File: config.mk
export PLATFORM = sky130hd
export DESIGN_NAME = lru_move_to_front_buffer
export DESIGN_NICKNAME = d
export VERILOG_FILES = /design/src/design/lmtf_pkg.sv /design/src/design/lmtf_cell.sv /design/src/design/lru_move_to_front_buffer.sv
export SDC_FILE = /design/constraint.sdc
export NUM_CORES = 1
export LEC_CHECK = 0
export BUFFER_PORTS_ARGS = -buffer_cell sky130_fd_sc_hd__buf_2
export CORE_ASPECT_RATIO = 0.5
export CORE_UTILIZATION = 37
export CTS_CLUSTER_DIAMETER = 50
export DETAILED_ROUTE_END_ITERATION = 10
export SLEW_MARGIN = 0
export SYNTH_ARGS = -nofsm -noshare
export SYNTH_HDL_FRONTEND = slang
export SYNTH_HIERARCHICAL = 1
export SYNTH_SLANG_ARGS = --single-unit
File: constraint.sdc
create_clock -name clk -period 10.1 [get_ports clk]
set_clock_uncertainty 0.05 [all_clocks]
set_input_delay 2.02 -clock clk [delete_from_list [all_inputs] [get_ports clk]]
set_output_delay 2.02 -clock clk [all_outputs]
set_load 0.05 [all_outputs]
File: src/design/lmtf_pkg.sv
`timescale 1ns / 1ps
package lmtf_pkg;

  localparam int MAX_ENTRIES_DEF = 8;
  localparam int KEY_BITS_DEF    = 32;
  localparam int IN_KEY_W        = 32;
  localparam int CFG_W           = 4;
  localparam int OCC_W           = 4;
  localparam int MISS_W          = 32;
  localparam int CAP_RESET       = 4;

  typedef struct packed {
    logic upd;
    logic miss;
  } lmtf_ctl_t;

endpackage

File: src/design/lmtf_cell.sv
`timescale 1ns / 1ps
module lmtf_cell
  import lmtf_pkg::*;
#(
  parameter int KEY_BITS = KEY_BITS_DEF
) (
  input  logic                clk,
  input  lmtf_ctl_t           ctl,
  input  logic [KEY_BITS-1:0] access_key,
  input  logic [KEY_BITS-1:0] prev_key,
  input  logic                held,
  input  logic                found_in,
  output logic                found_out,
  output logic [KEY_BITS-1:0] key_q
);

  logic [KEY_BITS-1:0] key_r;
  logic                match;

  assign match     = held && (key_r == access_key);
  assign found_out = found_in || match;
  assign key_q     = key_r;

  // advance the entry ahead unless the hit lies in front of this place
  always_ff @(posedge clk) begin
    if (ctl.upd && (ctl.miss || !found_in)) begin
      key_r <= prev_key;
    end
  end

endmodule

File: src/design/lru_move_to_front_buffer.sv
`timescale 1ns / 1ps
// Move-to-front LRU buffer of up to MAX_ENTRIES keys.
// Input: a word is taken at a rising edge with start high and busy low.
// busy is high only while a capacity write is presented on cfg_valid.
// Each accepted word yields one result word on the out_ ports, marked by
// out_valid for exactly one cycle, on the cycle after acceptance.
// Throughput is one word per cycle while busy is low: every cell compares its
// key against the incoming key and shifts from its neighbour in the same cycle;
// the found signal ripples along the row of cells, which sets the cycle time.
// The receiver cannot stall; out_valid is a strobe with no back-pressure.
// Capacity port: cfg_capacity is taken when cfg_valid is high (cfg_ready is
// always high); zero reads as one, values above MAX_ENTRIES as MAX_ENTRIES.
// Lowering capacity drops the least recent entries without a result.
// Reset (rst_n low, synchronous) empties the buffer, clears the miss count
// and sets capacity to 4. Keys stored in the cells are not cleared.
module lru_move_to_front_buffer
  import lmtf_pkg::*;
#(
  parameter int MAX_ENTRIES = MAX_ENTRIES_DEF,
  parameter int KEY_BITS    = KEY_BITS_DEF
) (
  input  logic                clk,
  input  logic                rst_n,
  input  logic                start,
  output logic                busy,
  input  logic [IN_KEY_W-1:0] in_access_key,
  output logic                out_valid,
  output logic                out_hit,
  output logic                out_evicted,
  output logic [IN_KEY_W-1:0] out_evicted_key,
  output logic [MISS_W-1:0]   out_miss_total,
  output logic [OCC_W-1:0]    out_occupancy,
  input  logic                cfg_valid,
  output logic                cfg_ready,
  input  logic [CFG_W-1:0]    cfg_capacity
);

  localparam int CNT_W = $clog2(MAX_ENTRIES + 1);

  logic [CNT_W-1:0]          count_r, count_nxt;
  logic [CNT_W-1:0]          cap_r, cap_nxt;
  logic [MISS_W-1:0]         miss_r, miss_nxt;
  logic                      out_valid_r;
  logic                      out_hit_r;
  logic                      out_evicted_r;
  logic [IN_KEY_W-1:0]       out_evk_r;

  logic                      accept;
  logic                      cfg_wr;
  logic                      hit;
  logic                      evict;
  logic [KEY_BITS-1:0]       key;
  logic [KEY_BITS+IN_KEY_W-1:0] key_ext;
  logic [KEY_BITS+IN_KEY_W-1:0] evk_ext;
  logic [KEY_BITS-1:0]       evk;
  lmtf_ctl_t                 ctl;

  logic [KEY_BITS-1:0]       cell_key [MAX_ENTRIES];
  logic [MAX_ENTRIES:0]      found;
  logic [MAX_ENTRIES-1:0]    held;
  logic [MAX_ENTRIES-1:0]    last_sel;

  assign busy      = cfg_valid;
  assign cfg_ready = 1'b1;
  assign cfg_wr    = cfg_valid && cfg_ready;
  assign accept    = start && !busy;

  assign key_ext = {{KEY_BITS{1'b0}}, in_access_key};
  assign key     = key_ext[KEY_BITS-1:0];

  assign found[0] = 1'b0;
  assign hit      = found[MAX_ENTRIES];
  assign evict    = !hit && (count_r >= cap_r);
  assign ctl.upd  = accept;
  assign ctl.miss = !hit;

  genvar gi;
  generate
    for (gi = 0; gi < MAX_ENTRIES; gi++) begin : g_cell
      logic [KEY_BITS-1:0] prev;
      if (gi == 0) begin : g_head
        assign prev = key;
      end else begin : g_body
        assign prev = cell_key[gi-1];
      end
      assign held[gi]     = CNT_W'(gi) < count_r;
      assign last_sel[gi] = cap_r == CNT_W'(gi + 1);
      lmtf_cell #(
        .KEY_BITS(KEY_BITS)
      ) u_cell (
        .clk       (clk),
        .ctl       (ctl),
        .access_key(key),
        .prev_key  (prev),
        .held      (held[gi]),
        .found_in  (found[gi]),
        .found_out (found[gi+1]),
        .key_q     (cell_key[gi])
      );
    end
  endgenerate

  always_comb begin
    evk = '0;
    for (int i = 0; i < MAX_ENTRIES; i++) begin
      evk = evk | (cell_key[i] & {KEY_BITS{last_sel[i]}});
    end
  end

  assign evk_ext = {{IN_KEY_W{1'b0}}, evk};

  always_comb begin
    cap_nxt   = cap_r;
    count_nxt = count_r;
    miss_nxt  = miss_r;
    if (cfg_wr) begin
      if (cfg_capacity == '0) begin
        cap_nxt = CNT_W'(1);
      end else if (int'(cfg_capacity) > MAX_ENTRIES) begin
        cap_nxt = CNT_W'(MAX_ENTRIES);
      end else begin
        cap_nxt = CNT_W'(cfg_capacity);
      end
      if (count_r > cap_nxt) begin
        count_nxt = cap_nxt;
      end
    end else if (accept && !hit) begin
      if (miss_r != '1) begin
        miss_nxt = miss_r + MISS_W'(1);
      end
      if (evict) begin
        count_nxt = cap_r;
      end else begin
        count_nxt = count_r + CNT_W'(1);
      end
    end
  end

  always_ff @(posedge clk) begin
    if (!rst_n) begin
      count_r     <= '0;
      cap_r       <= CNT_W'(CAP_RESET > MAX_ENTRIES ? MAX_ENTRIES : CAP_RESET);
      miss_r      <= '0;
      out_valid_r <= 1'b0;
    end else begin
      count_r     <= count_nxt;
      cap_r       <= cap_nxt;
      miss_r      <= miss_nxt;
      out_valid_r <= accept;
    end
  end

  always_ff @(posedge clk) begin
    if (accept) begin
      out_hit_r     <= hit;
      out_evicted_r <= evict;
      out_evk_r     <= evict ? evk_ext[IN_KEY_W-1:0] : '0;
    end
  end

  logic [CNT_W+OCC_W-1:0] occ_ext;
  assign occ_ext = {{OCC_W{1'b0}}, count_r};

  assign out_valid       = out_valid_r;
  assign out_hit         = out_hit_r;
  assign out_evicted     = out_evicted_r;
  assign out_evicted_key = out_evk_r;
  assign out_miss_total  = miss_r;
  assign out_occupancy   = occ_ext[OCC_W-1:0];

endmodule

* Word-level counts from Yosys, hierarchy flattened *
Index checks and enable logic that the tools add are counted.

storage, ports and cells
  flip-flop bits (word level) = 331
  input port bits = 40

operators by class
  eq/ne operators = 18
  mux-type cells = 7
  add/sub/neg operators = 2
  reduce and logical (&&, ||, !) cells = 45
  magnitude comparators = 11
  bitwise gates (word level) = 16

operators by type and width
  operator                                                   count
  AND 32 bit                                                 8
  == test 32 bit                                             8
  OR 32 bit                                                  7
  adder 32 x 1 -> 32 bit, second input constant              1
  inequality test 32 bit, second input constant              1
  2-to-1 mux 4 bit                                           7
  logical AND 1 bit                                          18
  == test 4 x 3 -> 1 bit, second input constant              4
  less-than comparator 3 x 4 -> 1 bit, first input constant  4
  logical OR 1 bit                                           14
  zero test 1 bit                                            9
  == test 4 x 2 -> 1 bit, second input constant              2
  less-than comparator 1 x 4 -> 1 bit, first input constant  2
  less-than comparator 2 x 4 -> 1 bit, first input constant  2
  adder 4 x 1 -> 4 bit, second input constant                1
  == test 4 x 1 -> 1 bit, second input constant              1
  == test 4 bit, second input constant                       1
  greater-or-equal comparator 4 bit                          1
  greater-than comparator 4 bit                              1
  greater-than comparator 4 bit, second input constant       1
  zero test 4 bit                                            1
  AND reduction 3 bit                                        1
  inequality test 2 x 1 -> 1 bit, second input constant      1
  AND reduction 2 bit                                        1
  other kinds (2)                                            2

* Longest topological paths before layout *
  depth in word-level cells = 14
  depth in mapped cells = 18
  gate-level depth less buffers = 17

* Cells and area by module *
Netlist, hierarchy kept.

by module, submodules not included
  module                    area each (um^2)  times used  cells each
  lmtf_cell                 1327.5            8           78
  lru_move_to_front_buffer  4879.7            1           538

* Least setup slack after synthesis *
No wires, ideal clock.

  path kind = input to register
  start point = input in_access_key[16]
  end point = register g_cell[1].u_cell.key_r[0] (enable)
  required time = 9580 ps
  stages = 14
  arrival time = 6479 ps
  slack = 3101 ps
  cell sequence = xor2_1 > nor4_1 > and3_1 > a31o_1 > a31o_1 > a31o_1 > a31o_1 > a31o_1 > a31o_1 > a31o_1 > a31o_1 > inv_1 > inv_1 > a21boi_0

RTL lines
  what                  line                            text
  start, declared       lru_move_to_front_buffer.sv:26  input logic [IN_KEY_W-1:0] in_access_key,
  end signal, assigned  lmtf_cell.sv:27                 key_r <= prev_key;
  end, declared         lmtf_cell.sv:17                 logic [KEY_BITS-1:0] key_r;

* Worst setup path in the final report *
  start point = input in_access_key[5]
  end point = register miss_r[30], in the netlist out_miss_total[30]

between the ends
  longest elaborated chain between the ends = 12
  elaborated cells on any way between the ends = 26
  those cells by class = eq/ne (8); reduce/logical (18)

RTL lines
  what                                  line                             text
  == test 32 bit                        lmtf_cell.sv:20                  assign match = held && (key_r == access_key);
  logical AND 1 bit                     lmtf_cell.sv:20
  named net found[1]                    lru_move_to_front_buffer.sv:59   logic [MAX_ENTRIES:0] found;
  logical OR 1 bit                      lmtf_cell.sv:21                  assign found_out = found_in || match;
  named net found[2]                    lru_move_to_front_buffer.sv:59
  logical OR 1 bit                      lmtf_cell.sv:21
  named net found[3]                    lru_move_to_front_buffer.sv:59
  logical OR 1 bit                      lmtf_cell.sv:21
  named net found[4]                    lru_move_to_front_buffer.sv:59
  [... 1 more ...]                      n/a
  named net found[5]                    lru_move_to_front_buffer.sv:59
  [... 1 more ...]                      n/a
  named net found[6]                    lru_move_to_front_buffer.sv:59
  logical OR 1 bit                      lmtf_cell.sv:21
  named net found[7]                    lru_move_to_front_buffer.sv:59
  logical OR 1 bit                      lmtf_cell.sv:21
  named net found[8]                    lru_move_to_front_buffer.sv:59
  zero test 1 bit                       lru_move_to_front_buffer.sv:127  end else if (accept && !hit) begin
  logical AND 1 bit                     lru_move_to_front_buffer.sv:127
  AND reduction 3 bit (no source line)  n/a
  end signal, assigned                  lru_move_to_front_buffer.sv:148  miss_r <= miss_nxt;
  end, declared                         lru_move_to_front_buffer.sv:42   logic [MISS_W-1:0] miss_r, miss_nxt;

The timed path passes the listed nets, and every way through them passes these cells.
A chain may end at the register's enable or synchronous reset.

==> flow_metrics.tcl <==
set metrics [dict create \
    htree_levels 2 \
    syn_avg_cell_area_um2 13.3 \
    cts_resized 0 \
    die_w_um 291 \
    layout_commonest_cell "edfxtp_1" \
    status "finished clean" \
    hold_viol 0 \
    cpLargestDelayFamily "compound AO/OA/AOI/OAI gates" \
    cts_made_buffers 35 \
    worst_ep_required_time_ns 10.48 \
    dieArea_mm2 0.0428 \
    fmax_ghz 0.160 \
    wire_per_inst_um 24.7 \
    design_area_mm2 0.0179 \
    cp_max_fo 34 \
    cpMostUsedCell "a31o_1" \
    slew_headroom_pct 16.2 \
    rows 52 \
    final_nets 1331 \
    setup_tns_ns 0 \
    max_stage_delay_ns 0.75 \
    first_iter_violations 1149 \
    wl_um 45600 \
    start_util_pct 37.9 \
    finalWeightedCongestion 0.986 \
    final_max_slew_viol_count 0 \
    place_area_mm2 0.0168 \
    r2r.worst_path.cells 17 \
    min_to "g_cell[7].u_cell/key_q[16]" \
    cts_tree "built" \
    reg2reg_to "out_miss_total[30]" \
    regToRegStartpoint "out_occupancy[1]" \
    cp-end-kind "register" \
    antenna_found_initial 2 \
    synth_area_mm2 0.0155 \
    critical_path_class "input pin to register" \
    fp.dieH_um 147 \
    cts_root_buffer "clkbuf_16" \
    grt_max_degree 44 \
    core_area_mm2 0.0409 \
    holdCritStartpoint "g_cell[6].u_cell/key_q[16]" \
    ys_ff_latch 331 \
    ctsHoldBuffers 0 \
    path_cells "buf_2, xor2_1, nor4_1, and3_1, a31o_1, a31o_1, a31o_1, a31o_1, a31o_1, a31o_1, a31o_1, a31o_1, or3b_2, a31o_2, or3_2, or3_1, a21oi_1" \
    grt_pass1_vias 11000 \
    startpoint "in_access_key[5]" \
    clk_pin_slew_ns 0.07 \
    drcViolationCount 0 \
    post-route-min-period_ns 6.25 \
    synth_edf_count 290 \
    path_buf_inv 1 \
    synth_seq_area_share_pct 61.5 \
    dr.pass1.iters 7 \
    arrival_ns 6.63 \
    drive_gt1_share_pct 15.8 \
    setup_viol 0 \
    clk_latency_ns 0.54 \
    cp_slowest_cell "or3b_2" \
    timing.final.crit_share_pct 61.9 \
    grt_pass1_wl_um 68300 \
    postLayoutCoreUtil_pct 43.9 \
    routed_via_density 5.85 \
    cts_buffer_depth 3 \
    grt_use_total_pct 21.0 \
    area_growth_pct 15.7 \
    rsz0062_at_grt "false" \
    cts_sinks 331 \
    whs_path_depth 0 \
    start_kind "input pin" \
    drv_cap 0 \
    synthDistinctLibCells 52 \
    dp_hpwl_um 28400 \
    ir_drop_mv 0.0992 \
    mostFrequentLayoutCells "edfxtp_1, xnor2_1, a22oi_1" \
    hp-class "register to register" \
    vias 10800 \
    portBuffers 111 \
    postCtsSetupRepairBufs 0 \
    p_per_area_mw_per_mm2 179 \
    ys_warn_count 6 \
    worst_slew_pin_slew_ns 1.25 \
    ys_async_sr_fraction_pct 0 \
    rrSetupSlack_ns 5.08 \
    p_leak_uw 0.00566 \
    postRouteAntennaNets 0 \
    synth_cells 1162 \
    overflow 0 \
    io_pins 113 \
    synth_ff_type "edfxtp_1" \
]
[registers in the layout (all words and copies together) (netlist names)]
| name | count |
|---|---|
| cap_r | 4 |
| g_cell.u_cell/key_q | 256 |
| out_evicted | 1 |
| out_evicted_key | 32 |
| out_hit | 1 |
| out_miss_total | 32 |
| out_occupancy | 4 |
| out_valid | 1 |
[worst register-to-register path, cell delays in order, from the launching register on]
cell and delay (ns):
dfxtp_1 0.41, inv_1 0.13, ha_1 0.19, nand2_1 0.08, and3_1 0.16, a31o_1 0.24
a31o_1 0.23, a31o_1 0.24, a31o_1 0.23, a31o_1 0.23, a31o_1 0.23, a31o_1 0.23
a31o_1 0.26, or3b_2 0.75, a31o_2 0.34, or3_2 0.45, or3_1 0.32, a21oi_1 0.15
[cell usage after synthesis, types with 5 or more instances]
master / instances / area [um2]
buf_2: 6 / 30.0
o311ai_0: 7 / 61.3
nand2_1: 30 / 113
o21ai_0: 12 / 60.1
or4_1: 14 / 105
ha_1: 11 / 138
and3_1: 11 / 68.8
a22o_1: 5 / 43.8
clkbuf_1: 37 / 139
inv_1: 22 / 82.6
a21oi_1: 22 / 110
a221oi_1: 5 / 43.8
xor2_1: 34 / 298
nand4_1: 58 / 363
nand2b_1: 13 / 81.3
or3_1: 10 / 62.6
mux2i_1: 5 / 50.1
a21boi_0: 8 / 60.1
nor2_1: 15 / 56.3
a22oi_1: 118 / 886
o41ai_1: 7 / 61.3
xnor2_1: 227 / 1990
nand3_1: 22 / 110
nor3_1: 13 / 65.1
nor4_1: 25 / 156
dfxtp_1: 41 / 821
a31oi_1: 5 / 31.3
o31ai_1: 15 / 113
a41oi_1: 30 / 263
a31o_1: 8 / 70.1
edfxtp_1: 290 / 8710
[worst max-delay path by stage]
| stage | end | slack [ns] | depth (start not counted) |
|---|---|---|---|
| detailed placement | out_miss_total[30] | 3.35 | 17 |
| finish | out_miss_total[30] | 3.85 | 17 |
| global placement | out_miss_total[30] | 3.43 | 17 |
| CTS | out_miss_total[30] | 3.86 | 17 |
| floorplan | g_cell[1].u_cell/key_q[0] | 3.10 | 14 |
| global route | out_miss_total[30] | 3.65 | 17 |
[stage by stage]
step | std cells | setup WS (ns) | hold slack [ns] | power [uW]
2_1_floorplan | 1163 | 3.10 | 0.421 | 1810
3_3_place_gp | 1783 | 3.43 | 0.432 | 1930
3_5_place_dp | 1783 | 3.35 | 0.434 | 1940
4_1_cts | 1846 | 3.86 | 0.449 | 3230
5_1_grt | 1847 | 3.65 | 0.458 | 3310
6_report | 1847 | 3.85 | 0.450 | 3210
[report_power, final]
group          switching, uW  leakage (uW)  internal, uW
combinational            219       0.00208           109
sequential              45.2       0.00304          1540
clock                    557      0.000545           744
total                    821       0.00566          2390
[metal layers]
| layer | part of all wire [%] | up-vias | GRT usage, % |
|---|---|---|---|
| li1 | - | 4785 | - |
| met1 | 42 | 5375 | 28.5 |
| met2 | 46 | 552 | 33.4 |
| met3 | 9.8 | 94 | 5.28 |
| met4 | 2.4 | 2 | 6.42 |
| met5 | 0.029 | - | 0 |
[kinds of logic after synthesis]
| family | synth area share [%] |
|---|---|
| simple gates | 8.45 |
| mux | 0.323 |
| fa+ha+maj | 0.888 |
| other cells | 0.0485 |
| buf+inv | 1.92 |
| compound gates | 12.1 |
| xor+xnor | 14.7 |
| flops | 61.5 |
[final cells by class]
type	count	area [um2]
fillers	3707	22900
flip-flops and latches	331	9530
multi-input cells	760	5810
clock buffers	49	950
repair buffers	130	698
well taps	540	676
clock inverters	14	184
inverters	22	82.6
diodes	1	2.50
Power figures use the tool's default switching activity.
